**config.mk**
```make
export PLATFORM = sky130hd
export DESIGN_NAME = mpl_div
export DESIGN_NICKNAME = d
export VERILOG_FILES = /design/src/design/mpl_pkg.sv /design/src/design/mpl_div.sv
export SDC_FILE = /design/constraint.sdc
export NUM_CORES = 1
export LEC_CHECK = 0
export ABC_AREA = 1
export BUFFER_PORTS_ARGS = -buffer_cell sky130_fd_sc_hd__buf_2
export CORE_MARGIN = 1.5
export CORE_UTILIZATION = 50
export DETAILED_ROUTE_END_ITERATION = 12
export PLACE_DENSITY = 0.81
export SYNTH_ARGS = -nofsm -noshare
export SYNTH_HDL_FRONTEND = slang
export SYNTH_SLANG_ARGS = --single-unit
export TNS_END_PERCENT = 100
```
**constraint.sdc**
```tcl
create_clock -name clk -period 2.65 [get_ports clk]
set_clock_uncertainty 0.05 [all_clocks]
set_input_delay 0.1325 -clock clk [delete_from_list [all_inputs] [get_ports clk]]
set_output_delay 0.1325 -clock clk [all_outputs]
set_load 0.01 [all_outputs]
```
**src/design/mpl_pkg.sv**
```systemverilog
// shared constants, codes and word types for the completion probability lookup
package mpl_pkg;

    localparam int MAX_STEPS  = 16;
    localparam int MAX_STATES = 64;
    localparam int STEP_W     = $clog2(MAX_STEPS);
    localparam int ROW_W      = $clog2(MAX_STATES);
    localparam int ADDR_W     = STEP_W + ROW_W + 1;
    localparam int DEPTH      = MAX_STEPS * MAX_STATES * 2;

    localparam int Q_W    = 16;
    localparam int DVD_W  = 32;
    localparam int DVS_W  = 16;
    localparam int CNT_W  = $clog2(DVD_W);
    localparam int MCNT_W = $clog2(Q_W);
    localparam int CFG_W  = 16;
    localparam int CFG_IDX_W = 3;

    localparam logic [Q_W-1:0] ONE_Q15 = 16'd32768;

    localparam logic OP_WRITE = 1'b0;
    localparam logic OP_QUERY = 1'b1;

    localparam logic [1:0] ST_OK    = 2'd0;
    localparam logic [1:0] ST_RANGE = 2'd1;
    localparam logic [1:0] ST_WACK  = 2'd2;

    localparam logic [CFG_IDX_W-1:0] CFG_DIV   = 3'd0;
    localparam logic [CFG_IDX_W-1:0] CFG_STEP  = 3'd1;
    localparam logic [CFG_IDX_W-1:0] CFG_NSTEP = 3'd2;
    localparam logic [CFG_IDX_W-1:0] CFG_GARB  = 3'd3;
    localparam logic [CFG_IDX_W-1:0] CFG_MSIZE = 3'd4;

    typedef struct packed {
        logic        opcode;
        logic [31:0] window_left;
        logic [15:0] pattern_left;
        logic [3:0]  entry_step;
        logic [5:0]  entry_row;
        logic        entry_col;
        logic [15:0] entry_value;
    } in_t;

    typedef struct packed {
        logic [15:0] probability;
        logic [1:0]  status;
    } out_t;

    typedef struct packed {
        logic             go;
        logic [DVD_W-1:0] dividend;
        logic [DVS_W-1:0] divisor;
    } div_req_t;

    typedef struct packed {
        logic             done;
        logic [DVD_W-1:0] quotient;
        logic [DVS_W-1:0] remainder;
    } div_rsp_t;

    typedef struct packed {
        logic           go;
        logic [Q_W-1:0] a;
        logic [Q_W-1:0] b;
    } mul_req_t;

    typedef struct packed {
        logic             done;
        logic [2*Q_W-1:0] product;
    } mul_rsp_t;

endpackage

```
**src/design/mpl_div.sv**
```systemverilog
// bit-serial restoring divider, one quotient bit per cycle
module mpl_div (
    input  logic              clk,
    input  logic              rst_n,
    input  mpl_pkg::div_req_t req,
    output mpl_pkg::div_rsp_t rsp
);
    import mpl_pkg::*;

    logic             run_reg;
    logic             done_reg;
    logic [CNT_W-1:0] cnt_reg;
    logic [DVS_W-1:0] rem_reg;
    logic [DVS_W-1:0] rem_next;
    logic [DVD_W-1:0] quo_reg;
    logic [DVD_W-1:0] quo_next;
    logic [DVS_W-1:0] dvs_reg;
    logic [DVS_W:0]   shifted;
    logic [DVS_W:0]   diff;
    logic             fits;

    always_comb
    begin
        shifted  = {rem_reg, quo_reg[DVD_W-1]};
        diff     = shifted - {1'b0, dvs_reg};
        fits     = shifted >= {1'b0, dvs_reg};
        rem_next = fits ? diff[DVS_W-1:0] : shifted[DVS_W-1:0];
        quo_next = {quo_reg[DVD_W-2:0], fits};
    end

    always_ff @(posedge clk or negedge rst_n)
    begin
        if (!rst_n)
        begin
            run_reg  <= 1'b0;
            done_reg <= 1'b0;
            cnt_reg  <= '0;
        end
        else if (req.go)
        begin
            run_reg  <= 1'b1;
            done_reg <= 1'b0;
            cnt_reg  <= '0;
        end
        else if (run_reg)
        begin
            cnt_reg <= cnt_reg + 1'b1;
            if (cnt_reg == {CNT_W{1'b1}})
            begin
                run_reg  <= 1'b0;
                done_reg <= 1'b1;
            end
        end
        else
        begin
            done_reg <= 1'b0;
        end
    end

    always_ff @(posedge clk)
    begin
        if (req.go)
        begin
            rem_reg <= '0;
            quo_reg <= req.dividend;
            dvs_reg <= req.divisor;
        end
        else if (run_reg)
        begin
            rem_reg <= rem_next;
            quo_reg <= quo_next;
        end
    end

    assign rsp.done      = done_reg;
    assign rsp.quotient  = quo_reg;
    assign rsp.remainder = rem_reg;

endmodule

```
Word level (Yosys, flattened, before mapping)
Index checks and enable logic that the tools add are counted.
{"block": "word_totals", "word_cells": 23, "ram_bits": 0, "in_bits": 51, "mem_count": 0, "rom_bits": 0, "ff_bits": 71, "latchBits": 0, "output_inout_bits": 49}
{"block": "classes", "n_reduce_logical": 1, "n_bitwise": 0, "n_addsub": 2, "n_shift": 0, "n_mux": 11, "n_div": 0, "multipliers": 0, "n_lt_le_gt_ge": 1, "eq_ne": 2}
{"operator": "$mux 32", "n": 2}
{"operator": "$ge 17x16->1", "n": 1}
{"operator": "$mux 16", "n": 1}
{"operator": "$sub 16x16->16", "n": 1}
{"operator": "$mux 5", "n": 2}
{"operator": "$mux 1", "n": 6}
{"operator": "$add 5x1->5 const B", "n": 1}
{"operator": "$eq 5x5->1 const B", "n": 1}
{"operator": "$ne 3x2->1 const B", "n": 1}
{"operator": "$reduce_bool 2->1", "n": 1}

Logic depth before layout (Yosys ltp)
Gate-level depths: netlist of run 1.
{"block": "depth", "depth_word": 4, "depth_mapped": 14, "mapped_depth_nobuf": 14}

Worst setup path after synthesis of run 1
Ideal clock, no wire load.
{"block": "synth_path", "kind": "reg-to-reg", "from": "reg quo_reg[31]", "to": "reg rem_reg[14]", "stages_incl_launch_ff": 12, "arrival_time_ps": 1745, "path_slack_ps": 743, "period_less_slack_ps": 1907, "setup_time_ps": 112, "path_buffers": 0, "required_time_ps": 2488, "cell_sequence": "edfxtp_1 -> inv_1 -> ha_1 -> fa_1 -> nor2_1 -> nor2_1 -> o21ai_1 -> nand2_1 -> nand3_1 -> nand3_2 -> nand2_1 -> nand2_1"}
{"block": "synth_via", "elab_chain_len": 2, "elab_cells_between_ends": 3, "cone_classes": "add/sub: 1; order compare: 1; mux: 1"}
{"item": "from (decl)", "line": "mpl_div.sv:15", "source": "logic [DVD_W-1:0] quo_reg;"}
{"item": "from (signal assigned)", "line": "mpl_div.sv:65", "source": "quo_reg <= req.dividend;"}
{"item": "from (signal assigned)", "line": "mpl_div.sv:71", "source": "quo_reg <= quo_next;"}
{"item": "$sub 16x16->16 / $ge 17x16->1 (equally long branches)", "line": "mpl_div.sv:25, mpl_div.sv:26"}
{"item": "$mux 16 *", "line": "mpl_div.sv:27", "source": "rem_next = fits ? diff[DVS_W-1:0] : shifted[DVS_W-1:0];"}
{"item": "to (signal assigned)", "line": "mpl_div.sv:70", "source": "rem_reg <= rem_next;"}
{"item": "to (decl)", "line": "mpl_div.sv:13", "source": "logic [DVS_W-1:0] rem_reg;"}
Mark *: on every way between the ends. The rest lies on a longest branch, timed or not.
A chain may end at the register's enable or synchronous reset.

Final worst setup path of run 1
{"block": "layout_path", "from": "reg rem_reg[13]", "to": "reg rem_reg[3]"}
{"block": "layout_via", "elab_chain_len": 2}
{"item": "$ge 17x16->1", "line": "mpl_div.sv:26", "source": "fits = shifted >= {1'b0, dvs_reg};"}
{"item": "$mux 16", "line": "mpl_div.sv:27"}
Every way passes these cells.

==> results of run 1 <==
[power by group through the flow]
stage	Sequential (mW)	Combinational (mW)	Clock, mW
after floorplan	1.60	1.43	0
after global placement	1.55	1.96	0
after detailed placement	1.55	2.00	0
after CTS	1.53	2.06	0.878
after global routing	1.56	2.34	0.918
final	1.53	2.07	0.862
[metal layers]
layer	vias up	GRT usage, %
met5	-	0
met4	0	11.0
met3	23	5.01
met2	118	42.2
met1	1686	31.3
li1	1908	-
[what timing repair did]
item	CTS	global route
resized for setup	0	0
hold buffers	42	0
setup buffers	0	0
hold endpoints to repair	48	0
[worst reg2reg max path, stage by stage, from the launching register on]
cell	delay, ns
dfxtp_1	0.35
ha_1	0.38
a21oi_1	0.22
o21a_1	0.17
nand2_1	0.09
nor2_4	0.40
nand2_4	0.25
nand2_1	0.12
nand3_1	0.07
o21ai_0	0.08
[cell families after synthesis]
kind of cell,Yosys count
AO/OA/AOI/OAI,26
XOR/XNOR,7
adder cells (fa/ha/maj),19
buffers and inverters,89
flip-flops,71
AND/OR/NAND/NOR,299
[stage by stage]
stage                     std cells  power (mW)  instance area, um2
final                           762        4.46                5220
after global routing            762        4.82                5220
after CTS                       762        4.46                5220
after detailed placement        704        3.55                4600
after global placement          704        3.51                4600
after floorplan                 511        3.04                4010
[worst min path at each step]
| stage | startpoint | end | slack, ns | cells after the start |
|---|---|---|---|---|
| after CTS | req[23] | quo_reg[7] | 0.005 | 3 |
| final | req[23] | quo_reg[7] | 0.02 | 3 |
| after floorplan | rst_n | cnt_reg[0] | -0.21 | 0 |
| after detailed placement | rst_n | cnt_reg[1] | -0.07 | 1 |
| after global placement | rst_n | cnt_reg[1] | -0.08 | 1 |
| after global routing | req[23] | quo_reg[7] | 0.005 | 3 |
[Yosys cell counts]
cell,count,share of area (%)
nor3_1,6,0.75
ha_1,18,5.6
clkbuf_1,7,0.66
buf_8,1,0.37
dfrtp_1,7,4.4
xnor2_1,5,1.1
a22o_1,1,0.22
inv_1,73,6.8
nor2_1,22,2.1
inv_2,1,0.093
o22ai_1,1,0.16
xor2_1,2,0.44
fa_1,1,0.50
clkinv_1,2,0.19
nor2_2,2,0.31
nor4_1,1,0.16
o21bai_1,1,0.19
a21oi_1,8,1.0
nand2_4,2,0.56
nand3_1,36,4.5
a31oi_1,2,0.31
nand3b_1,7,1.3
nor2_4,1,0.28
a21oi_2,1,0.22
buf_2,1,0.12
nand2_1,215,20
buf_1,1,0.093
o21ai_2,1,0.22
o21a_1,1,0.19
nand4_1,4,0.62
edfxtp_1,48,36
o21ai_0,9,1.1
dfxtp_1,16,8.0
buf_4,3,0.56
nand3_2,3,0.75
o21ai_1,1,0.12
[layout make-up]
| cell class | count | area, um2 |
|---|---|---|
| clock inverter | 7 | 71.3 |
| fill | 595 | 2510 |
| timing repair buffer | 146 | 953 |
| multi-input combinational | 351 | 1720 |
| sequential | 71 | 1940 |
| clock buffer | 9 | 124 |
| tap | 102 | 128 |
| inverter | 76 | 285 |
==> impl_metrics.yaml, run 1 <==
outcome:
  outcome: "finished clean"
logic_synthesis:
  netlist-cell-type-count: 36
  synthXorXnorAreaFrac_pct: 1.53
  syn_area_mm2: 0.00401
  syn_inst: 511
  synthMuxAreaShare_pct: 0
  synthesis.nets: 581
  ys_seq_area_share_pct: 48.3
  syn_area_per_cell_um2: 7.85
  synth_top_family_by_area: "simple AND/OR/NAND/NOR gates"
  synth_compound_area_share_pct: 3.74
  synthSimpleGateAreaFrac_pct: 31.4
  synth.ff_latch_count: 71
  ys_warn_count: 0
  synthAdderAreaFrac_pct: 6.11
timing:
  finalMaxSlewViolations: 0
  fin_hold_ws_ns: 0.0161
  worstMarginPinSlew_ns: 0.861
  tns_ns: 0
  setup_slack_ns: 0.392
  fmax_mhz: 443
  slew-limit-headroom_pct: 42.4
  post-route-period-util_pct: 85.2
  final.min_clock_period_ns: 2.26
  setup_viol: 0
  rsz0062_at_grt: "false"
  finalHoldViolCount: 0
power_and_ir_drop:
  p_int_mw: 2.61
  power_frac_seq_pct: 34.3
  p_clk_share_pct: 19.3
  switching_share_pct: 41.5
  combPwrFrac_pct: 46.3
  ir_drop_mv: 0.433
  powerDensity_mw_per_mm2: 855
  switching_power_mw: 1.85
  p_leak_nw: 2.78
routing:
  m1WireLength_mm: 4.31
  route.met3.wl_um: 544
  wl_met2_mm: 4.99
  drc: 0
  top_layer_used: "met4"
  first_pass_iters: 4
  wl_mm: 10.1
  drt_iter0_markers: 217
  vias: 3735
  routed_via_density: 4.90
  drt.antenna.violating_nets: 0
  wl_per_cell_um: 13.2
setup_path:
  path_buf_inv: 0
  r2r-start: "rem_reg[13]"
  crit_chain: "ha_1, a21oi_1, o21a_1, nand2_1, nor2_4, nand2_4, nand2_1, nand3_1, o21ai_0"
  path_class: "reg2reg"
  cp_top_family: "simple AND/OR/NAND/NOR gates"
  worst_path_largest_cell_delay_ns: 0.40
  crit_arrival_ns: 2.49
  cp.required_ns: 2.88
  cp-startpoint: "rem_reg[13]"
  cp_num_cells: 9
  crit_end: "rem_reg[3]"
  cp_slowest_cell: "nor2_4"
  r2r_setup_slack_ns: 0.39
  start_kind: "flip-flop"
  cp-end-kind: "flip-flop"
  reg2reg_depth: 9
  worstReg2RegEnd: "rem_reg[3]"
  crit_top_cell: "nand2_1"
  path_max_fanout: 18
die:
  dieArea_mm2: 0.00857
  design.core.area_mm2: 0.00773
  die_w_um: 92.6
  rows: 32
  io_pins: 100
  start_util_pct: 51.9
  fp.dieH_um: 92.6
global_routing:
  grt-ovfl-total: 0
  grt_usage_pct: 25.1
  grt_pass1_vias: 3617
  antenna_found_initial: 0
  grt_max_degree: 45
  grt_pass1_wl_mm: 16.8
cells_and_area:
  mostFrequentLayoutCell: "nand2_1"
  fin_util_pct: 67.5
  n_antenna_cell: 0
  drive_gt1_share_pct: 19.7
  final_cell_mix: "215 x nand2_1, 99 x buf_2, 73 x inv_1"
  layout.nets: 725
  syn2layout_area_growth_pct: 30.0
  largest_reg_flops: 32
clock_tree:
  root_buffer: "clkbuf_8"
  clk_path_buf_depth: 2
  cts_tree: "done"
  numCtsBuffers: 9
  htree_levels: 3
  cts_sinks: 71
  insertion_delay_ns: 0.35
  clk_pin_slew_worst_paths_ns: 0.08
placement:
  hpwl_mm: 6.82
  pre_cts_ws_ns: 0.430
  routabilityCongestion: 0.943
  port-buffer-count: 99
worst_hold_path:
  hold_class: "in2reg"
flow_run:
  maxCapViolCount: 0
Power figures use the tool's default switching activity.
==> inputs of run 2 (changes only) <==
--- a/config.mk
+++ b/config.mk
@@ -10,7 +10,7 @@
 export CORE_MARGIN = 1.5
 export CORE_UTILIZATION = 50
 export DETAILED_ROUTE_END_ITERATION = 12
-export PLACE_DENSITY = 0.81
+export PLACE_DENSITY = 0.76
 export SYNTH_ARGS = -nofsm -noshare
 export SYNTH_HDL_FRONTEND = slang
 export SYNTH_SLANG_ARGS = --single-unit
==> run 2 against run 1 <==
- power rose by 2.4%
- first-iteration DRC count fell by 16%
- maximum frequency barely moved
- cell count rose by 0.26%
- worst setup slack barely moved
- via count rose by 1.2%
- combinational power barely moved
- critical path depth did not move
- hold slack got worse by 0.0018 ns
- largest cell class unchanged
==> impl_metrics.yaml, run 2 (synthesized netlist as in run 1, its figures left out) <==
die:
  design.core.area_mm2: 0.00773
  io_pins: 100
  fp.dieH_um: 92.6
  start_util_pct: 51.9
  dieArea_mm2: 0.00857
  die_w_um: 92.6
  rows: 32
routing:
  routed_via_density: 4.95
  drc: 0
  vias: 3780
  drt_iter0_markers: 183
  wl_mm: 10.3
  drt.antenna.violating_nets: 0
  wl_per_cell_um: 13.5
  first_pass_iters: 4
cells_and_area:
  mostFrequentLayoutCell: "nand2_1"
  syn2layout_area_growth_pct: 30.9
  drive_gt1_share_pct: 19.5
  layout.nets: 727
  final_cell_mix: "215 x nand2_1, 99 x buf_2, 73 x inv_1"
  n_antenna_cell: 0
  largest_reg_flops: 32
placement:
  hpwl_mm: 6.74
  pre_cts_ws_ns: 0.443
  routabilityCongestion: 0.915
  port-buffer-count: 99
timing:
  slew-limit-headroom_pct: 45.1
  finalMaxSlewViolations: 0
  worstMarginPinSlew_ns: 0.821
  rsz0062_at_grt: "false"
  setup_slack_ns: 0.392
  post-route-period-util_pct: 85.2
  tns_ns: 0
  setup_viol: 0
  final.min_clock_period_ns: 2.26
  finalHoldViolCount: 0
  fmax_mhz: 443
setup_path:
  worst_path_largest_cell_delay_ns: 0.38
  crit_top_cell: "nand2_1"
  crit_chain: "ha_1, a21oi_1, o21a_1, nand2_1, nor2_4, nand2_4, nand2_1, nand3_2, o21ai_2"
  path_max_fanout: 18
  path_class: "reg2reg"
  cp-end-kind: "flip-flop"
  start_kind: "flip-flop"
  cp_slowest_cell: "ha_1"
  crit_arrival_ns: 2.49
  cp.required_ns: 2.89
clock_tree:
  clk_pin_slew_worst_paths_ns: 0.08
  root_buffer: "clkbuf_8"
  cts_hold_buf: 44
  insertion_delay_ns: 0.36
  cts_resized: 0
  post_cts_buffers: 0
  cts_sinks: 71
  htree_levels: 3
  numCtsBuffers: 9
  cts_tree: "done"
  clk_path_buf_depth: 2
global_routing:
  grt_pass1_vias: 3702
  grt_max_degree: 45
  grt_pass1_wl_mm: 16.6
  grt_usage_pct: 25.1
  antenna_found_initial: 0
  grt-ovfl-total: 0
power_and_ir_drop:
  p_leak_nw: 2.80
  p_total_mw: 4.57
  powerDensity_mw_per_mm2: 870
  ir_drop_mv: 0.414
worst_hold_path:
  hold_class: "in2reg"
flow_run:
  maxCapViolCount: 0
outcome:
  outcome: "finished clean"
-- run 2: cell count changes in the layout (fill, tap and decap cells not counted), sizes merged --
cell and change:
dlygate4sd3 +2, clkinv -1, bufinv +1, clkinvlp -1, clkbuf +1
-- run 2: path summary, 6_finish.rpt --
check	from	endpoint	depth (start not counted)	slack [ns]
worst max-delay path	rem_reg[13]	rem_reg[10]	9	0.39
max in group asynchronous	rst_n	cnt_reg[0]	2	2.30
worst min register to register	rem_reg[8]	rem_reg[8]	2	0.44
worst max register to register	rem_reg[13]	rem_reg[10]	9	0.39
worst min-delay path	req[18]	quo_reg[2]	3	0.01
min in group asynchronous	rst_n	cnt_reg[3]	2	0.09
-- run 2: final cells by class --
type	count	area (um2)
flip-flops and latches	71	1940
inverters	76	285
multi-input cells	351	1720
clock buffers	10	128
repair buffers	148	973
well taps	102	128
clock inverters	6	85.1
fillers	619	2470
-- run 2: critical path, delay by kind of cell, from the launching register on --
family / cells / cell delay, ns
adders and majority gates: 1 / 0.38
DFF: 1 / 0.35
AOI/OAI and AO/OA: 3 / 0.47
and+or+nand+nor: 5 / 0.94
-- run 2: through the flow --
| step | area, um2 | std cells | hold WS [ns] | util [%] |
|---|---|---|---|---|
| 2_1_floorplan | 4010 | 511 | -0.213 | - |
| 3_3_place_gp | 4600 | 704 | -0.0765 | 59.5 |
| 3_5_place_dp | 4600 | 704 | -0.0726 | 59.5 |
| 4_1_cts | 5250 | 764 | 0.000344 | 68.0 |
| 5_1_grt | 5250 | 764 | 0.0107 | 68.0 |
| 6_report | 5250 | 764 | 0.0144 | 68.0 |
-- run 2: power breakdown --
group,leakage (nW),switching (mW),internal [mW]
logic,1.97,1.29,0.791
clock network,0.104,0.432,0.529
registers,0.730,0.148,1.39
-- run 2: metal layers --
metal / up-vias / track usage (%) / wire length, um
met3: 28 / 4.76 / 664
li1: 1909 / - / -
met2: 140 / 42.6 / 5010
met1: 1703 / 30.1 / 4300
met5: - / 0 / 0
met4: 0 / 12.8 / 320
==> inputs of run 3 (changes only) <==
--- a/config.mk
+++ b/config.mk
@@ -9,6 +9,7 @@
 export BUFFER_PORTS_ARGS = -buffer_cell sky130_fd_sc_hd__buf_2
 export CORE_MARGIN = 1.5
 export CORE_UTILIZATION = 50
+export CTS_CLUSTER_DIAMETER = 30
 export DETAILED_ROUTE_END_ITERATION = 12
 export PLACE_DENSITY = 0.76
 export SYNTH_ARGS = -nofsm -noshare
==> constraint.sdc (replaced) <==
create_clock -name clk -period 2.65 [get_ports clk]
set_clock_uncertainty 0.05 [all_clocks]
set_input_delay 0.265 -clock clk [delete_from_list [all_inputs] [get_ports clk]]
set_output_delay 0.265 -clock clk [all_outputs]
set_load 0.01 [all_outputs]
==> run 3 against run 2 <==
- cell area shrank 8.6%
- worst setup slack gained 0.016 ns
- first-iteration DRC count grew 4.9%
- largest power group unchanged
- via count shrank 6.5%
- sequential cell count is the same
- global-route usage shrank 2.0 points
- utilization shrank 5.8 points
- cell count shrank 5.5%
- clock-buffer cell count grew 2
- wire length shrank 10%
==> impl_metrics.yaml, run 3 (synthesized netlist as in run 1, its figures left out) <==
global_routing:
  grt_usage_pct: 23.0
  grt_pass1_vias: 3439
  antenna_found_initial: 0
  grt-ovfl-total: 0
  grt_pass1_wl_mm: 15.4
  grt_max_degree: 44
power_and_ir_drop:
  power_frac_seq_pct: 34.7
  powerDensity_mw_per_mm2: 914
  switching_power_mw: 1.82
  p_int_mw: 2.57
  ir_drop_mv: 0.388
  switching_share_pct: 41.4
  p_leak_nw: 2.62
  combPwrFrac_pct: 46.2
  p_clk_share_pct: 19.1
setup_path:
  r2r_setup_slack_ns: 0.41
  crit_arrival_ns: 2.45
  cp_top_family: "simple AND/OR/NAND/NOR gates"
  cp.required_ns: 2.86
  worst_path_largest_cell_delay_ns: 0.40
  cp_slowest_cell: "nor2_4"
  cp-end-kind: "flip-flop"
  crit_top_cell: "nand2_1"
  path_max_fanout: 18
  path_buf_inv: 0
  crit_chain: "ha_1, a21oi_1, o21a_1, nand2_1, nor2_4, nand2_4, nand2_1, nand3_1, o21ai_0"
  start_kind: "flip-flop"
  path_class: "reg2reg"
clock_tree:
  cts_hold_buf: 1
  cts_resized: 0
  post_cts_buffers: 0
  root_buffer: "clkbuf_8"
  cts_sinks: 71
  clk_pin_slew_worst_paths_ns: 0.08
  numCtsBuffers: 9
  clk_path_buf_depth: 2
  insertion_delay_ns: 0.35
  htree_levels: 3
  cts_tree: "done"
timing:
  setup_viol: 0
  tns_ns: 0
  finalMaxSlewViolations: 0
  rsz0062_at_grt: "false"
  worstMarginPinSlew_ns: 0.500
  final.min_clock_period_ns: 2.24
  fmax_mhz: 446
  finalHoldViolCount: 0
  setup_slack_ns: 0.408
  slew-limit-headroom_pct: 66.6
  fin_hold_ws_ns: 0.0361
  post-route-period-util_pct: 84.6
routing:
  wl_per_cell_um: 12.8
  drt.antenna.violating_nets: 0
  drt_iter0_markers: 192
  first_pass_iters: 5
  vias: 3534
  wl_mm: 9.23
  routed_via_density: 4.89
  drc: 0
cells_and_area:
  fin_util_pct: 62.1
  drive_gt1_share_pct: 20.8
  syn2layout_area_growth_pct: 19.7
  layout.nets: 685
  final_cell_mix: "215 x nand2_1, 99 x buf_2, 73 x inv_1"
  fin_cells: 722
  largest_reg_flops: 32
  mostFrequentLayoutCell: "nand2_1"
  n_antenna_cell: 0
placement:
  pre_cts_ws_ns: 0.421
  placedCellCount: 705
  hpwl_mm: 6.84
  routabilityCongestion: 0.939
  port-buffer-count: 99
die:
  fp.dieH_um: 92.6
  start_util_pct: 51.9
  dieArea_mm2: 0.00857
  design.core.area_mm2: 0.00773
  rows: 32
  die_w_um: 92.6
  io_pins: 100
flow_run:
  maxCapViolCount: 0
worst_hold_path:
  hold_class: "in2reg"
outcome:
  outcome: "finished clean"
## run 3: worst register-to-register path, stage by stage, from the launching register on
cell     delay, ns
dfxtp_1       0.34
ha_1          0.38
a21oi_1       0.23
o21a_1        0.16
nand2_1       0.09
nor2_4        0.40
nand2_4       0.25
nand2_1       0.12
nand3_1       0.06
o21ai_0       0.09
## run 3: metal layers
| metal | vias up | track usage (%) | routed length (um) |
|---|---|---|---|
| li1 | 1823 | - | - |
| met1 | 1585 | 28.7 | 4070 |
| met2 | 116 | 37.6 | 4350 |
| met3 | 10 | 5.99 | 682 |
| met4 | 0 | 10.0 | 136 |
| met5 | - | 0 | 0 |
## run 3: cell type report
cell class / count / area (um2)
Timing Repair Buffer: 106 / 551
Fill cell: 712 / 2930
Clock buffer: 12 / 135
Sequential cell: 71 / 1940
Clock inverter: 4 / 48.8
Tap cell: 102 / 128
Multi-Input combinational cell: 351 / 1720
Inverter: 76 / 285
## run 3: metrics by stage
step	power, mW	area [um2]
floorplan	3.04	4010
global placement	3.52	4610
detailed placement	3.55	4610
CTS	4.40	4800
global route	4.75	4800
finish	4.39	4800
## run 3: worst paths after layout
kind | start | cells past startpoint | to
min reg2reg | rem_reg[6] | 2 | rem_reg[6]
min | req[1] | 1 | dvs_reg[1]
max reg2reg | rem_reg[13] | 9 | rem_reg[7]
min in group asynchronous | rst_n | 2 | cnt_reg[4]
max in group asynchronous | rst_n | 2 | cnt_reg[3]
max | rem_reg[13] | 9 | rem_reg[7]
## run 3: power by group through the flow
stage | Clock, mW | Combinational, mW | Sequential (mW)
final | 0.839 | 2.03 | 1.52
after global routing | 0.902 | 2.29 | 1.55
after CTS | 0.863 | 2.01 | 1.53
after detailed placement | 0 | 2.00 | 1.55
after global placement | 0 | 1.97 | 1.54
after floorplan | 0 | 1.43 | 1.60
