--- src/design/mpl_pkg.sv ---
// shared constants, codes and word types for the completion probability lookup
package mpl_pkg;

    localparam int MAX_STEPS  = 16;
    localparam int MAX_STATES = 64;
    localparam int STEP_W     = $clog2(MAX_STEPS);
    localparam int ROW_W      = $clog2(MAX_STATES);
    localparam int ADDR_W     = STEP_W + ROW_W + 1;
    localparam int DEPTH      = MAX_STEPS * MAX_STATES * 2;

    localparam int Q_W    = 16;
    localparam int DVD_W  = 32;
    localparam int DVS_W  = 16;
    localparam int CNT_W  = $clog2(DVD_W);
    localparam int MCNT_W = $clog2(Q_W);
    localparam int CFG_W  = 16;
    localparam int CFG_IDX_W = 3;

    localparam logic [Q_W-1:0] ONE_Q15 = 16'd32768;

    localparam logic OP_WRITE = 1'b0;
    localparam logic OP_QUERY = 1'b1;

    localparam logic [1:0] ST_OK    = 2'd0;
    localparam logic [1:0] ST_RANGE = 2'd1;
    localparam logic [1:0] ST_WACK  = 2'd2;

    localparam logic [CFG_IDX_W-1:0] CFG_DIV   = 3'd0;
    localparam logic [CFG_IDX_W-1:0] CFG_STEP  = 3'd1;
    localparam logic [CFG_IDX_W-1:0] CFG_NSTEP = 3'd2;
    localparam logic [CFG_IDX_W-1:0] CFG_GARB  = 3'd3;
    localparam logic [CFG_IDX_W-1:0] CFG_MSIZE = 3'd4;

    typedef struct packed {
        logic        opcode;
        logic [31:0] window_left;
        logic [15:0] pattern_left;
        logic [3:0]  entry_step;
        logic [5:0]  entry_row;
        logic        entry_col;
        logic [15:0] entry_value;
    } in_t;

    typedef struct packed {
        logic [15:0] probability;
        logic [1:0]  status;
    } out_t;

    typedef struct packed {
        logic             go;
        logic [DVD_W-1:0] dividend;
        logic [DVS_W-1:0] divisor;
    } div_req_t;

    typedef struct packed {
        logic             done;
        logic [DVD_W-1:0] quotient;
        logic [DVS_W-1:0] remainder;
    } div_rsp_t;

    typedef struct packed {
        logic           go;
        logic [Q_W-1:0] a;
        logic [Q_W-1:0] b;
    } mul_req_t;

    typedef struct packed {
        logic             done;
        logic [2*Q_W-1:0] product;
    } mul_rsp_t;

endpackage

--- src/design/mpl_mul.sv ---
// bit-serial shift-add multiplier, one multiplier bit per cycle
module mpl_mul (
    input  logic              clk,
    input  logic              rst_n,
    input  mpl_pkg::mul_req_t req,
    output mpl_pkg::mul_rsp_t rsp
);
    import mpl_pkg::*;

    logic              run_reg;
    logic              done_reg;
    logic [MCNT_W-1:0] cnt_reg;
    logic [Q_W-1:0]    a_reg;
    logic [2*Q_W-1:0]  prod_reg;
    logic [2*Q_W-1:0]  prod_next;
    logic [Q_W:0]      sum;

    always_comb
    begin
        sum       = {1'b0, prod_reg[2*Q_W-1:Q_W]} + (prod_reg[0] ? {1'b0, a_reg} : '0);
        prod_next = {sum, prod_reg[Q_W-1:1]};
    end

    always_ff @(posedge clk or negedge rst_n)
    begin
        if (!rst_n)
        begin
            run_reg  <= 1'b0;
            done_reg <= 1'b0;
            cnt_reg  <= '0;
        end
        else if (req.go)
        begin
            run_reg  <= 1'b1;
            done_reg <= 1'b0;
            cnt_reg  <= '0;
        end
        else if (run_reg)
        begin
            cnt_reg <= cnt_reg + 1'b1;
            if (cnt_reg == {MCNT_W{1'b1}})
            begin
                run_reg  <= 1'b0;
                done_reg <= 1'b1;
            end
        end
        else
        begin
            done_reg <= 1'b0;
        end
    end

    always_ff @(posedge clk)
    begin
        if (req.go)
        begin
            a_reg    <= req.a;
            prod_reg <= {{Q_W{1'b0}}, req.b};
        end
        else if (run_reg)
        begin
            prod_reg <= prod_next;
        end
    end

    assign rsp.done    = done_reg;
    assign rsp.product = prod_reg;

endmodule

--- config.mk ---
export PLATFORM = sky130hd
export DESIGN_NAME = mpl_mul
export DESIGN_NICKNAME = d
export VERILOG_FILES = /design/src/design/mpl_pkg.sv /design/src/design/mpl_mul.sv
export SDC_FILE = /design/constraint.sdc
export NUM_CORES = 1
export LEC_CHECK = 0
export BUFFER_PORTS_ARGS = -buffer_cell sky130_fd_sc_hd__buf_2
export CAP_MARGIN = 15
export CORE_MARGIN = 5
export CORE_UTILIZATION = 50
export CTS_CLUSTER_DIAMETER = 30
export DETAILED_ROUTE_END_ITERATION = 10
export PLACE_DENSITY = 0.73
export SLEW_MARGIN = 40
export SYNTH_ARGS = -nofsm -noshare
export SYNTH_HDL_FRONTEND = slang
export SYNTH_SLANG_ARGS = --single-unit
--- constraint.sdc ---
create_clock -name clk -period 3.4 [get_ports clk]
set_input_delay 0.17 -clock clk [delete_from_list [all_inputs] [get_ports clk]]
set_output_delay 0.17 -clock clk [all_outputs]
set_load 0.02 [all_outputs]
# Word level (Yosys, flattened, before mapping)
# Cells that the tools add are included.
# totals
reg_bits	54
inputBits	35
output_inout_bits	33
wordCells	22
# classes
add_sub_neg	2
n_eq_ne	2
muxes	11
n_reduce_logical	1
# op_table
cell	n
$mux W16	3
$add A16 B16 Y17	1
$mux W4	2
$mux W1	6
$add A4 B1 Y4 const B	1
$eq A4 B4 Y1 const B	1
$ne A3 B2 Y1 const B	1
$reduce_bool A2 Y1	1

# Logic depth before layout (Yosys ltp)
# Gate-level depths: netlist of the first run.
# depth
word_depth	4
mapped_depth	10
depth_no_buf	9

# Worst setup path before layout of the first run
# No wires, ideal clock.
# synth_path
path_kind	reg-to-reg
startpoint	register prod_reg[0]
endpoint	register prod_reg[29]
setup_time_ns	0.062
arrival_time_ns	2.504
required_ns	3.338
path_slack_ns	0.835
stages_incl_launch_ff	11
path_buffers	1
synth_period_minus_slack_ns	2.565
path_cell_list	edfxtp_1 -> clkbuf_1 -> and2_1 -> ha_1 -> fa_1 -> a21oi_1 -> o211ai_1 -> nand2_1 -> o31ai_1 -> or4_1 -> nand3_1
# synth_via
elab_chain_len	2
# synth_rtl
item	line_no	rtl
start, declared	mpl_mul.sv:14	logic [2*Q_W-1:0] prod_reg;
start signal, assigned	mpl_mul.sv:58	prod_reg <= {{Q_W{1'b0}}, req.b};
start signal, assigned	mpl_mul.sv:62	prod_reg <= prod_next;
$mux W16	mpl_mul.sv:20	sum = {1'b0, prod_reg[2*Q_W-1:Q_W]} + (prod_reg[0] ? {1'b0, a_reg} : '0);
$add A16 B16 Y17	mpl_mul.sv:20	
# Every way passes these cells.
# A chain may end at the register's enable or synchronous reset.

# Worst setup path after layout of the first run
# Same ends and word-level chain as after synthesis.

==> results of run 1 <==
-- cell families (layout without fill, tap and decap cells) --
group	Yosys count	count (layout)	share of synthesized area [%]
compound gates	57	57	14.1
xor+xnor	10	10	3.10
fa+ha+maj	18	18	8.24
buf+inv	16	84	2.26
flops	54	54	50.7
mux	21	21	8.15
simple gates	74	74	13.5
-- layer usage --
layer / global-route usage (%) / part of all wire (%) / wire length, um
met1: 20.1 / 45 / 2530
met2: 26.7 / 46 / 2580
met3: 5.53 / 7.4 / 416
met4: 5.90 / 1.3 / 70
met5: 0 / 0 / 0
-- area by class of cell --
| class | count | area (um^2) |
|---|---|---|
| Clock buffer | 5 | 68.8 |
| Sequential cell | 54 | 1430 |
| Inverter | 5 | 18.8 |
| Clock inverter | 3 | 47.5 |
| Multi-Input combinational cell | 180 | 1330 |
| Fill cell | 456 | 2150 |
| Tap cell | 72 | 90.1 |
| Timing Repair Buffer | 71 | 370 |
-- worst register-to-register path, stage by stage (launching register included) --
cell	delay, ps
sky130_fd_sc_hd__edfxtp_1	590
sky130_fd_sc_hd__and2_1	230
sky130_fd_sc_hd__ha_1	200
sky130_fd_sc_hd__fa_1	410
sky130_fd_sc_hd__a21oi_1	210
sky130_fd_sc_hd__o211ai_1	180
sky130_fd_sc_hd__nand2_1	130
sky130_fd_sc_hd__o31ai_1	120
sky130_fd_sc_hd__or4_1	520
sky130_fd_sc_hd__nand3_1	70
-- stage by stage --
stage | power, uW | utilization (%)
finish | 1800 | 61.0
global route | 1910 | 61.0
CTS | 1820 | 60.8
detailed placement | 1370 | 58.5
global placement | 1360 | 58.5
floorplan | 1220 | -
-- power breakdown --
| part | internal (uW) | total (uW) | leakage [uW] | switching (uW) |
|---|---|---|---|---|
| registers | 782 | 837 | 0.000535 | 55.1 |
| logic | 224 | 517 | 0.000929 | 293 |
| clock network | 225 | 447 | 0.0000591 | 222 |
-- layout by cell type (no fill, tap or decap), types with 3 or more instances in the layout --
cell type and instances:
sky130_fd_sc_hd__buf_2 67, sky130_fd_sc_hd__edfxtp_1 32, sky130_fd_sc_hd__nor2_1 22, sky130_fd_sc_hd__and2_1 17
sky130_fd_sc_hd__ha_1 17, sky130_fd_sc_hd__mux2_2 16, sky130_fd_sc_hd__dfxtp_1 16, sky130_fd_sc_hd__a21oi_1 12
sky130_fd_sc_hd__nand2_1 11, sky130_fd_sc_hd__o21ai_0 8, sky130_fd_sc_hd__nand3_1 7, sky130_fd_sc_hd__a21o_1 6
sky130_fd_sc_hd__xnor2_1 6, sky130_fd_sc_hd__dfrtp_1 6, sky130_fd_sc_hd__inv_1 5, sky130_fd_sc_hd__mux2i_1 5
sky130_fd_sc_hd__clkbuf_8 5, sky130_fd_sc_hd__nor3b_1 4, sky130_fd_sc_hd__o21bai_1 4, sky130_fd_sc_hd__xor2_1 4
sky130_fd_sc_hd__nor2b_1 3, sky130_fd_sc_hd__or4_1 3, sky130_fd_sc_hd__a211oi_1 3
-- worst min-delay path by stage --
stage	endpoint	slack, ps	cells past startpoint
4_1_cts	a_reg[3]	10	1
2_1_floorplan	cnt_reg[0]	-130	0
3_5_place_dp	cnt_reg[1]	-1	1
3_3_place_gp	cnt_reg[1]	-2	1
5_1_grt	a_reg[12]	4	1
6_report	a_reg[3]	20	1
-- repair_timing --
item                       CTS  global route
setup endpoints to repair    0             0
hold endpoints to repair     6             1
hold buffers                 1             1
buffers inserted             0             0
==> implementation parameters, run 1 <==
Parameter                              Value

Routing
  Vias ... 2,123
  Total Wirelength ... 5600 um
  Final ANT Viol Nets ... 0
  Avg Vias per Cell ... 5.44
  Detailed-routing iteration count for the pre-antenna-repair pass ... 4
  Number of violations reported at the end of detailed-routing iteration 0 ... 80
  Post-route DRC violation count ... 0
  DR WL/cell ... 14.3 um

Worst setup path
  Crit start category ... flip-flop
  Crit path cell chain ... and2_1, ha_1, fa_1, a21oi_1, o211ai_1, nand2_1, o31ai_1, or4_1, nand3_1
  Reg-to-reg startpoint ... prod_reg[0]
  Required arrival time at the worst endpoint ... 3660 ps
  Total stage count of the critical path ... 9
  Worst r2r path cells ... 9
  Worst setup path endpoint ... prod_reg[29]
  Class of the most critical setup path ... flip-flop to flip-flop
  Arrival time reported for the critical path endpoint ... 2970 ps
  Worst-path maximum fanout ... 17
  Critical path's top delay family ... simple AND/OR/NAND/NOR gates
  Launch point of the critical path ... prod_reg[0]
  Slowest cell on the critical path ... sky130_fd_sc_hd__edfxtp_1
  Crit path buf inv count ... 0
  Reg-to-Reg End ... prod_reg[29]
  Type of element capturing the critical path ... flip-flop
  Delay contributed by the slowest stage of the critical path ... 590 ps
  Setup slack of the most critical reg-to-reg path ... 690 ps

Floorplanning
  I/O pin cnt ... 68
  Y dimension of the die ... 85.2 um
  Total die area ... 7250 um^2
  Floorplan die width ... 85.2 um
  Initial Utilization ... 51.3%
  FP Rows ... 27
  Area of the core ... 5510 um^2

Power and ir drop
  Pwr dens ... 536 nW/um^2
  Leakage power ... 0.00152 uW
  IR drop worst, VDD ... 0.273 mV

Place
  Cell count after placement ... 380
  Routability cong. ... 0.802
  Cell area after placement ... 3220 um^2
  Estimated wirelength of the detail-placed design ... 4090 um
  Number of port buffers ... 67
  Setup slack at placement ... 705 ps

Global route
  Global-route wire length before repair ... 9650 um
  Largest net degree at the start of global routing ... 54
  GRT overflow ... 0
  Initial antenna violation count ... 0
  Number of global-route vias before repair ... 2,216
  All-layer global routing usage ... 16.4%

Synthesis
  Library cells used by synthesis ... 47
  Post-synth EDFFs ... 32
  Share of the synthesized area in the top cell type ... 34.0%
  Top cells by instance count after synthesis ... sky130_fd_sc_hd__edfxtp_1, sky130_fd_sc_hd__nor2_1, sky130_fd_sc_hd__and2_1, sky130_fd_sc_hd__ha_1
  Flops & latches, synth ... 54
  Yosys warnings ... 0
  Post-synthesis cell area ... 2830 um^2
  Part of the Yosys area used for sequential elements ... 50.7%
  Leading register cell type out of synthesis ... sky130_fd_sc_hd__edfxtp_1
  Synthesized netlist net count ... 303
  Cell type with the largest total area after synthesis ... sky130_fd_sc_hd__edfxtp_1
  Top cells by area, synth ... sky130_fd_sc_hd__edfxtp_1, sky130_fd_sc_hd__dfxtp_1, sky130_fd_sc_hd__ha_1, sky130_fd_sc_hd__mux2_2, sky130_fd_sc_hd__dfrtp_1
  Share of flip-flops with an asynchronous set or reset after synthesis ... 11.1%
  Cell with the most instances after synthesis ... sky130_fd_sc_hd__edfxtp_1
  Cell count after synthesis ... 250
  Avg Synthesized Cell Area ... 11.3 um^2

STA
  Final setup skew ... 11.3 ps
  Number of failing hold endpoints at the final stage ... 0
  Final cycle utilization of the critical path ... 79.8%
  Final Worst Setup Slack ... 687 ps
  Count of pins over their slew limit ... 0
  Worst slew pin tran ... 647 ps
  Minimum clock period after layout ... 2710 ps
  Hold slack ... 20.5 ps
  Achievable clock frequency ... 369 MHz
  Slew HR ... 56.8%
  Setup TNS after final layout ... 0 ps
  RSZ-0062 raised after global routing ... false
  Final setup violation count ... 0

Layout
  Proportion of layout cells with a drive suffix above 1 ... 30.2%
  Finished Cell Area ... 3360 um^2
  Post-synthesis to final-layout area growth ... 18.8%
  Largest register FFs ... 32
  Number of inserted diodes ... 0
  Final cell count without fillers ... 390
  Final layout net count ... 370

Min path
  Type of the tightest min-delay check ... input port to flip-flop
  Critical hold path startpoint ... req[19]

Clock tree
  Insertion delay of the later-clocked pin in the worst-skew pair ... 310 ps
  CTS HTree Levels ... 2
  Clock tree root driver cell ... sky130_fd_sc_hd__clkbuf_8
  TritonCTS clock tree ... yes
  Register clock-pin slew on the reported worst setup and hold paths ... 100 ps
  Clk sinks ... 54
  Number of CTS-inserted buffers ... 5
  Post-cts gate resize count ... 0
  Clk buf depth ... 2

Status
  Result of the run ... completed

Run
  Number of max-capacitance violations reported ... 0
Power figures use the tool's default switching activity.
==> run 2, diff against run 1 <==
--- a/config.mk
+++ b/config.mk
@@ -8,10 +8,10 @@
 export BUFFER_PORTS_ARGS = -buffer_cell sky130_fd_sc_hd__buf_2
 export CAP_MARGIN = 15
 export CORE_MARGIN = 5
-export CORE_UTILIZATION = 50
+export CORE_UTILIZATION = 48
 export CTS_CLUSTER_DIAMETER = 30
 export DETAILED_ROUTE_END_ITERATION = 10
-export PLACE_DENSITY = 0.73
+export PLACE_DENSITY = 0.74
 export SLEW_MARGIN = 40
 export SYNTH_ARGS = -nofsm -noshare
 export SYNTH_HDL_FRONTEND = slang
==> constraint.sdc (replaced) <==
create_clock -name clk -period 2.35 [get_ports clk]
set_input_delay 0.1175 -clock clk [delete_from_list [all_inputs] [get_ports clk]]
set_output_delay 0.1175 -clock clk [all_outputs]
set_load 0.02 [all_outputs]
==> run 2 against run 1 <==
  * The flow now finishes with violations (setup timing)
  * Non-clock buffer count is 43 higher
  * Global-route usage is 1.4 points higher
  * Final area is 15% higher
  * Wire length is 15% higher
  * Clock skew is 2.7 ps lower
  * Core utilization is 5.6 points higher
  * Critical path depth is 1 lower
  * Worst hold slack better by 78 ps
  * Sequential share of layout area is 5.7 points lower
  * Via count is 7.6% higher
  * Combinational power is 91% higher
  * Highest routed layer unchanged
==> implementation parameters, run 2 (synthesis results as in run 1) <==
Parameter                              Value

Status
  Result of the run ... finished with violations (was completed)
  Violations in the final reports ... setup timing

STA
  Achievable clock frequency ... 411 MHz (was 369 MHz)
  Final setup violation count ... 5 (was 0)
  Final cycle utilization of the critical path ... 103% (was 79.8%)
  Slew HR ... 59.8% (was 56.8%)
  Count of pins over their slew limit ... 0 (unchanged)
  RSZ-0062 raised after global routing ... true (was false)
  Number of failing hold endpoints at the final stage ... 0 (unchanged)
  Final setup skew ... 8.62 ps (was 11.3 ps)
  Minimum clock period after layout ... 2430 ps (was 2710 ps)
  Worst slew pin tran ... 603 ps (was 647 ps)
  Hold slack ... 98.0 ps (was 20.5 ps)
  Final Worst Setup Slack ... -81.0 ps (was 687 ps)

Clock tree
  TritonCTS clock tree ... yes (unchanged)
  Clk buf depth ... 2 (unchanged)
  Insertion delay of the later-clocked pin in the worst-skew pair ... 310 ps (about the same)
  Clock tree root driver cell ... sky130_fd_sc_hd__clkbuf_8 (unchanged)
  CTS HTree Levels ... 2 (unchanged)
  Register clock-pin slew on the reported worst setup and hold paths ... 100 ps (about the same)
  Number of CTS-inserted buffers ... 5 (unchanged)
  Clk sinks ... 54 (unchanged)

Global route
  Met3 Track Usage GR ... 5.42% (was 5.53%)
  M1 GR Usage ... 22.6% (was 20.1%)
  Highest-utilization routing layer at the global route stage ... met2 (unchanged)
  Global-route wire length before repair ... 10,700 um (was 9650 um)
  Global routing usage on met2 ... 29.7% (was 26.7%)
  GRT overflow ... 0 (unchanged)
  Initial antenna violation count ... 0 (unchanged)
  Largest net degree at the start of global routing ... 45 (was 54)
  Number of global-route vias before repair ... 2,359 (was 2,216)
  All-layer global routing usage ... 17.7% (was 16.4%)

Worst setup path
  Crit start category ... flip-flop (unchanged)
  Slowest cell on the critical path ... sky130_fd_sc_hd__edfxtp_1 (unchanged)
  Required arrival time at the worst endpoint ... 2570 ps (was 3660 ps)
  Worst-path maximum fanout ... 8 (was 17)
  Type of element capturing the critical path ... flip-flop (unchanged)
  Class of the most critical setup path ... flip-flop to flip-flop (unchanged)
  Crit path cell chain ... and2_1, ha_1, a21oi_2, nor3b_4, o2111ai_1, a21boi_1, or4_1, a32o_1 (was and2_1, ha_1, fa_1, a21oi_1, o211ai_1, nand2_1, o31ai_1, or4_1, nand3_1)
  Delay contributed by the slowest stage of the critical path ... 520 ps (was 590 ps)
  Arrival time reported for the critical path endpoint ... 2650 ps (was 2970 ps)

Floorplanning
  Total die area ... 7520 um^2 (was 7250 um^2)
  Initial Utilization ... 48.6% (was 51.3%)
  I/O pin cnt ... 68 (unchanged)
  Floorplan die width ... 86.7 um (was 85.2 um)
  Y dimension of the die ... 86.7 um (was 85.2 um)
  FP Rows ... 28 (was 27)
  Area of the core ... 5820 um^2 (was 5510 um^2)

Layout
  Final layout net count ... 413 (was 370)
  Fill cell count ... 481 (was 456)
  Commonest non-fill, non-tap cells in the layout ... sky130_fd_sc_hd__buf_2, sky130_fd_sc_hd__edfxtp_1, sky130_fd_sc_hd__buf_4 (was sky130_fd_sc_hd__buf_2, sky130_fd_sc_hd__edfxtp_1, sky130_fd_sc_hd__nor2_1)
  Storage cell area ... 1430 um^2 (unchanged)
  Number of inserted diodes ... 0 (unchanged)
  Area used by multi-input combinational logic ... 1480 um^2 (was 1330 um^2)
  Proportion of layout cells with a drive suffix above 1 ... 40.4% (was 30.2%)
  Finished Cell Area ... 3870 um^2 (was 3360 um^2)
  Post-synthesis to final-layout area growth ... 37.0% (was 18.8%)
  Commonest non-fill, non-tap cell in the layout ... sky130_fd_sc_hd__buf_2 (unchanged)
  Post-Route Utilization ... 66.5% (was 61.0%)
  Largest register FFs ... 32 (unchanged)

Run
  Number of max-capacitance violations reported ... 0 (unchanged)

Routing
  Final ANT Viol Nets ... 0 (unchanged)
  Avg Vias per Cell ... 5.24 (was 5.44)
  Number of violations reported at the end of detailed-routing iteration 0 ... 118 (was 80)
  Total Wirelength ... 6460 um (was 5600 um)
  Vias ... 2,284 (was 2,123)
  Post-route DRC violation count ... 0 (unchanged)
  Detailed-routing iteration count for the pre-antenna-repair pass ... 4 (unchanged)
  DR WL/cell ... 14.8 um (was 14.3 um)

Min path
  Type of the tightest min-delay check ... input port to flip-flop (unchanged)

Place
  Cell area after placement ... 3430 um^2 (was 3220 um^2)
  Routability cong. ... 0.856 (was 0.802)
  Estimated wirelength of the detail-placed design ... 4550 um (was 4090 um)
  Number of port buffers ... 67 (unchanged)

Power and ir drop
  Sw Ratio ... 32.1% (was 31.7%)
  Pwr dens ... 738 nW/um^2 (was 536 nW/um^2)
  Internal ... 1940 uW (was 1230 uW)
  Net switching power ... 917 uW (was 570 uW)
  Clock share of power ... 22.7% (was 24.8%)
  Fraction of power consumed by combinational cells ... 34.5% (was 28.7%)
  Leakage power ... 0.00173 uW (was 0.00152 uW)
  Sequential fraction of design power ... 42.8% (was 46.4%)
  IR drop worst, VDD ... 0.471 mV (was 0.273 mV)
## run 2: layout make-up
| class | instances | area share, % |
|---|---|---|
| Timing Repair Buffer | 114 | 18.9 |
| Clock buffer | 5 | 1.78 |
| Inverter | 5 | 0.485 |
| Multi-Input combinational cell | 180 | 38.2 |
| Clock inverter | 3 | 1.23 |
| Tap cell | 75 | 2.42 |
| Sequential cell | 54 | 37.0 |
## run 2: critical path: cells and delay by family, from the launching register on
family,cells,cell delay [ps]
AO/OA/AOI/OAI,4,770
adder cells (fa/ha/maj),1,280
flip-flops,1,520
AND/OR/NAND/NOR,3,760
## run 2: final timing paths
| kind | startpoint | end | slack (ps) | cells after the start |
|---|---|---|---|---|
| setup / recovery | prod_reg[0] | prod_reg[30] | -80 | 8 |
| hold reg to reg | prod_reg[21] | prod_reg[21] | 520 | 2 |
| hold / removal | req[12] | prod_reg[12] | 100 | 2 |
| max in group asynchronous | rst_n | run_reg | 2050 | 2 |
| min in group asynchronous | rst_n | done_reg | 150 | 2 |
| setup reg to reg | prod_reg[0] | prod_reg[30] | -80 | 8 |
## run 2: power groups by stage
stage                     clock network [uW]  logic (uW)  registers, uW
after global placement                     0         866           1230
after global routing                     702        1080           1240
after detailed placement                   0         885           1240
final                                    647         986           1220
after CTS                                661         964           1220
after floorplan                            0         461           1340
## run 2: metrics by stage
stage | instances | setup WS, ps | TNS, ps | power, uW
finish | 436 | -81.0 | -209 | 2860
global route | 436 | -236 | -1200 | 3020
CTS | 435 | -39.2 | -150 | 2850
detailed placement | 405 | -59.8 | -138 | 2120
floorplan | 250 | -106 | -312 | 1800
global placement | 405 | -46.6 | -74.9 | 2100
## run 2: metal layers
layer	vias to the layer above	part of all wire [%]
li1	1141	-
met1	1071	44
met2	65	49
met3	7	6.9
met4	0	0.79
met5	-	0
## run 2: what timing repair did
item                                   in CTS  in global routing
hold buffers                               17                  0
gates cloned                                1                  0
endpoints found under the hold margin      22                  0
pin swaps                                  13                  2
setup buffers                               4                  1
gates resized for setup                    11                 12
setup endpoints to repair                   5                 10
==> run 3, diff against run 2 <==
--- a/config.mk
+++ b/config.mk
@@ -7,11 +7,13 @@
 export LEC_CHECK = 0
 export BUFFER_PORTS_ARGS = -buffer_cell sky130_fd_sc_hd__buf_2
 export CAP_MARGIN = 15
+export CELL_PAD_IN_SITES_DETAIL_PLACEMENT = 0
+export CELL_PAD_IN_SITES_GLOBAL_PLACEMENT = 1
 export CORE_MARGIN = 5
-export CORE_UTILIZATION = 48
+export CORE_UTILIZATION = 45
 export CTS_CLUSTER_DIAMETER = 30
 export DETAILED_ROUTE_END_ITERATION = 10
-export PLACE_DENSITY = 0.74
+export PLACE_DENSITY = 0.83
 export SLEW_MARGIN = 40
 export SYNTH_ARGS = -nofsm -noshare
 export SYNTH_HDL_FRONTEND = slang
==> constraint.sdc (replaced) <==
create_clock -name clk -period 3.1 [get_ports clk]
set_input_delay 0.155 -clock clk [delete_from_list [all_inputs] [get_ports clk]]
set_output_delay 0.155 -clock clk [all_outputs]
set_load 0.02 [all_outputs]
==> run 3 against run 2 <==
  * The flow now finishes without violations
  * Critical path depth increased by 1
  * Register-to-register slack improved by 410 ps
  * Final area shrank 10%
  * Highest routed layer unchanged
==> implementation parameters, run 3 (synthesis results as in run 1) <==
Parameter                              Value

STA
  Worst slew pin tran ... 604 ps (was 603 ps)
  Final setup skew ... 9.01 ps (was 8.62 ps)
  Slew HR ... 59.7% (was 59.8%)
  Final setup violation count ... 0 (was 5)
  Achievable clock frequency ... 361 MHz (was 411 MHz)
  Count of pins over their slew limit ... 0 (unchanged)
  Hold slack ... 12.6 ps (was 98.0 ps)
  Minimum clock period after layout ... 2770 ps (was 2430 ps)
  RSZ-0062 raised after global routing ... false (was true)
  Setup TNS after final layout ... 0 ps (was -209 ps)
  Final Worst Setup Slack ... 331 ps (was -81.0 ps)
  Number of failing hold endpoints at the final stage ... 0 (unchanged)
  Final cycle utilization of the critical path ... 89.3% (was 103%)

Routing
  Post-route DRC violation count ... 0 (unchanged)
  Final ANT Viol Nets ... 0 (unchanged)
  Avg Vias per Cell ... 5.21 (was 5.24)
  Number of violations reported at the end of detailed-routing iteration 0 ... 57 (was 118)
  Total Wirelength ... 6000 um (was 6460 um)
  Vias ... 2,110 (was 2,284)
  Detailed-routing iteration count for the pre-antenna-repair pass ... 4 (unchanged)
  DR WL/cell ... 14.8 um (about the same)

Clock tree
  Clock tree root driver cell ... sky130_fd_sc_hd__clkbuf_8 (unchanged)
  Count of buffers added by post-CTS timing repair for setup ... 0 (was 4)
  CTS HTree Levels ... 2 (unchanged)
  Register clock-pin slew on the reported worst setup and hold paths ... 110 ps (was 100 ps)
  Post-cts gate resize count ... 0 (was 11)
  Clk sinks ... 54 (unchanged)
  Hold-fix buffers, CTS ... 11 (was 17)
  Insertion delay of the later-clocked pin in the worst-skew pair ... 320 ps (was 310 ps)
  Number of CTS-inserted buffers ... 5 (unchanged)
  TritonCTS clock tree ... yes (unchanged)
  Clk buf depth ... 2 (unchanged)

Worst setup path
  Worst-path maximum fanout ... 17 (was 8)
  Reg-to-Reg End ... prod_reg[29] (was prod_reg[30])
  Total stage count of the critical path ... 9 (was 8)
  Delay contributed by the slowest stage of the critical path ... 620 ps (was 520 ps)
  Crit path buf inv count ... 0 (unchanged)
  Class of the most critical setup path ... flip-flop to flip-flop (unchanged)
  Critical path's top delay family ... simple AND/OR/NAND/NOR gates (was compound AO/OA/AOI/OAI gates)
  Crit path cell chain ... and2_1, ha_1, fa_1, a21oi_1, o211ai_1, nand2_1, o31ai_1, or4_1, nand3_1 (was and2_1, ha_1, a21oi_2, nor3b_4, o2111ai_1, a21boi_1, or4_1, a32o_1)
  Type of element capturing the critical path ... flip-flop (unchanged)
  Arrival time reported for the critical path endpoint ... 3040 ps (was 2650 ps)
  Slowest cell on the critical path ... sky130_fd_sc_hd__edfxtp_1 (unchanged)
  Worst r2r path cells ... 9 (was 8)
  Crit start category ... flip-flop (unchanged)
  Setup slack of the most critical reg-to-reg path ... 330 ps (was -80 ps)
  Required arrival time at the worst endpoint ... 3370 ps (was 2570 ps)
  Reg-to-reg startpoint ... prod_reg[0] (unchanged)

Layout
  Commonest non-fill, non-tap cells in the layout ... sky130_fd_sc_hd__buf_2, sky130_fd_sc_hd__edfxtp_1, sky130_fd_sc_hd__nor2_1 (was sky130_fd_sc_hd__buf_2, sky130_fd_sc_hd__edfxtp_1, sky130_fd_sc_hd__buf_4)
  Final cell count without fillers ... 405 (was 436)
  Commonest non-fill, non-tap cell in the layout ... sky130_fd_sc_hd__buf_2 (unchanged)
  Proportion of layout cells with a drive suffix above 1 ... 29.1% (was 40.4%)
  Post-synthesis to final-layout area growth ... 23.3% (was 37.0%)
  Finished Cell Area ... 3480 um^2 (was 3870 um^2)
  Number of inserted diodes ... 0 (unchanged)
  Final layout net count ... 382 (was 413)
  Largest register FFs ... 32 (unchanged)

Global route
  Number of global-route vias before repair ... 2,214 (was 2,359)
  Initial antenna violation count ... 0 (unchanged)
  All-layer global routing usage ... 16.0% (was 17.7%)
  GRT overflow ... 0 (unchanged)
  Global-route wire length before repair ... 10,100 um (was 10,700 um)
  Largest net degree at the start of global routing ... 54 (was 45)

Min path
  Critical hold path startpoint ... req[25] (was req[12])
  Endpoint of the worst hold path ... a_reg[9] (was prod_reg[12])
  Type of the tightest min-delay check ... input port to flip-flop (unchanged)
  Number of stages on the worst hold path ... 1 (was 2)

Place
  Cell area after placement ... 3220 um^2 (was 3430 um^2)
  Estimated wirelength of the detail-placed design ... 4330 um (was 4550 um)
  Setup slack at placement ... 342 ps (was -59.8 ps)
  Cell count after placement ... 383 (was 405)
  Routability cong. ... 0.785 (was 0.856)
  Number of port buffers ... 67 (unchanged)

Floorplanning
  I/O pin cnt ... 68 (unchanged)
  Area of the core ... 6030 um^2 (was 5820 um^2)
  Y dimension of the die ... 89.2 um (was 86.7 um)
  Floorplan die width ... 89.2 um (was 86.7 um)
  FP Rows ... 28 (unchanged)
  Total die area ... 7960 um^2 (was 7520 um^2)
  Initial Utilization ... 46.9% (was 48.6%)

Run
  Number of max-capacitance violations reported ... 0 (unchanged)

Power and ir drop
  Pwr dens ... 577 nW/um^2 (was 738 nW/um^2)
  Leakage power ... 0.00157 uW (was 0.00173 uW)
  IR drop worst, VDD ... 0.436 mV (was 0.471 mV)

Status
  Result of the run ... completed (was finished with violations)
==> run 3: cell count changes in the layout (fill, tap and decap cells not counted), moves of 3 or more <==
cell and delta:
sky130_fd_sc_hd__ha_1 +7, sky130_fd_sc_hd__buf_4 -26, sky130_fd_sc_hd__a21oi_1 +4, sky130_fd_sc_hd__nor2_1 +3, sky130_fd_sc_hd__a21oi_2 -3, sky130_fd_sc_hd__dlygate4sd3_1 -3, sky130_fd_sc_hd__ha_4 -5
==> run 3: routing by layer <==
metal	wire length, um	vias up	global-route usage [%]	part of all wire [%]
met3	405	5	5.35	6.8
met4	38	0	2.44	0.63
met2	2670	53	26.2	45
met1	2880	975	21.1	48
li1	-	1077	-	-
met5	0	-	0	0
==> run 3: cell type report <==
cell class | count | area [um^2]
fillers | 562 | 2540
clock inverters | 3 | 48.8
clock buffers | 5 | 68.8
repair buffers | 83 | 490
inverters | 5 | 18.8
multi-input cells | 180 | 1330
well taps | 75 | 93.8
flip-flops and latches | 54 | 1430
==> run 3: power breakdown <==
group          switching [uW]  internal [uW]
sequential               63.0            857
combinational             326            257
clock                     259            247
==> run 3: how the worst max path moves through the flow <==
stage,startpoint,endpoint
after global placement,prod_reg[0],prod_reg[29]
after global routing,prod_reg[0],prod_reg[28]
final,prod_reg[0],prod_reg[29]
after detailed placement,prod_reg[0],prod_reg[29]
after floorplan,prod_reg[0],prod_reg[29]
after CTS,prod_reg[0],prod_reg[29]
==> run 3: per-stage QoR <==
stage | power, uW | utilization, %
6_report | 2010 | 57.8
4_1_cts | 2030 | 57.3
5_1_grt | 2130 | 57.8
3_5_place_dp | 1510 | 53.5
3_3_place_gp | 1500 | 53.5
2_1_floorplan | 1330 | -
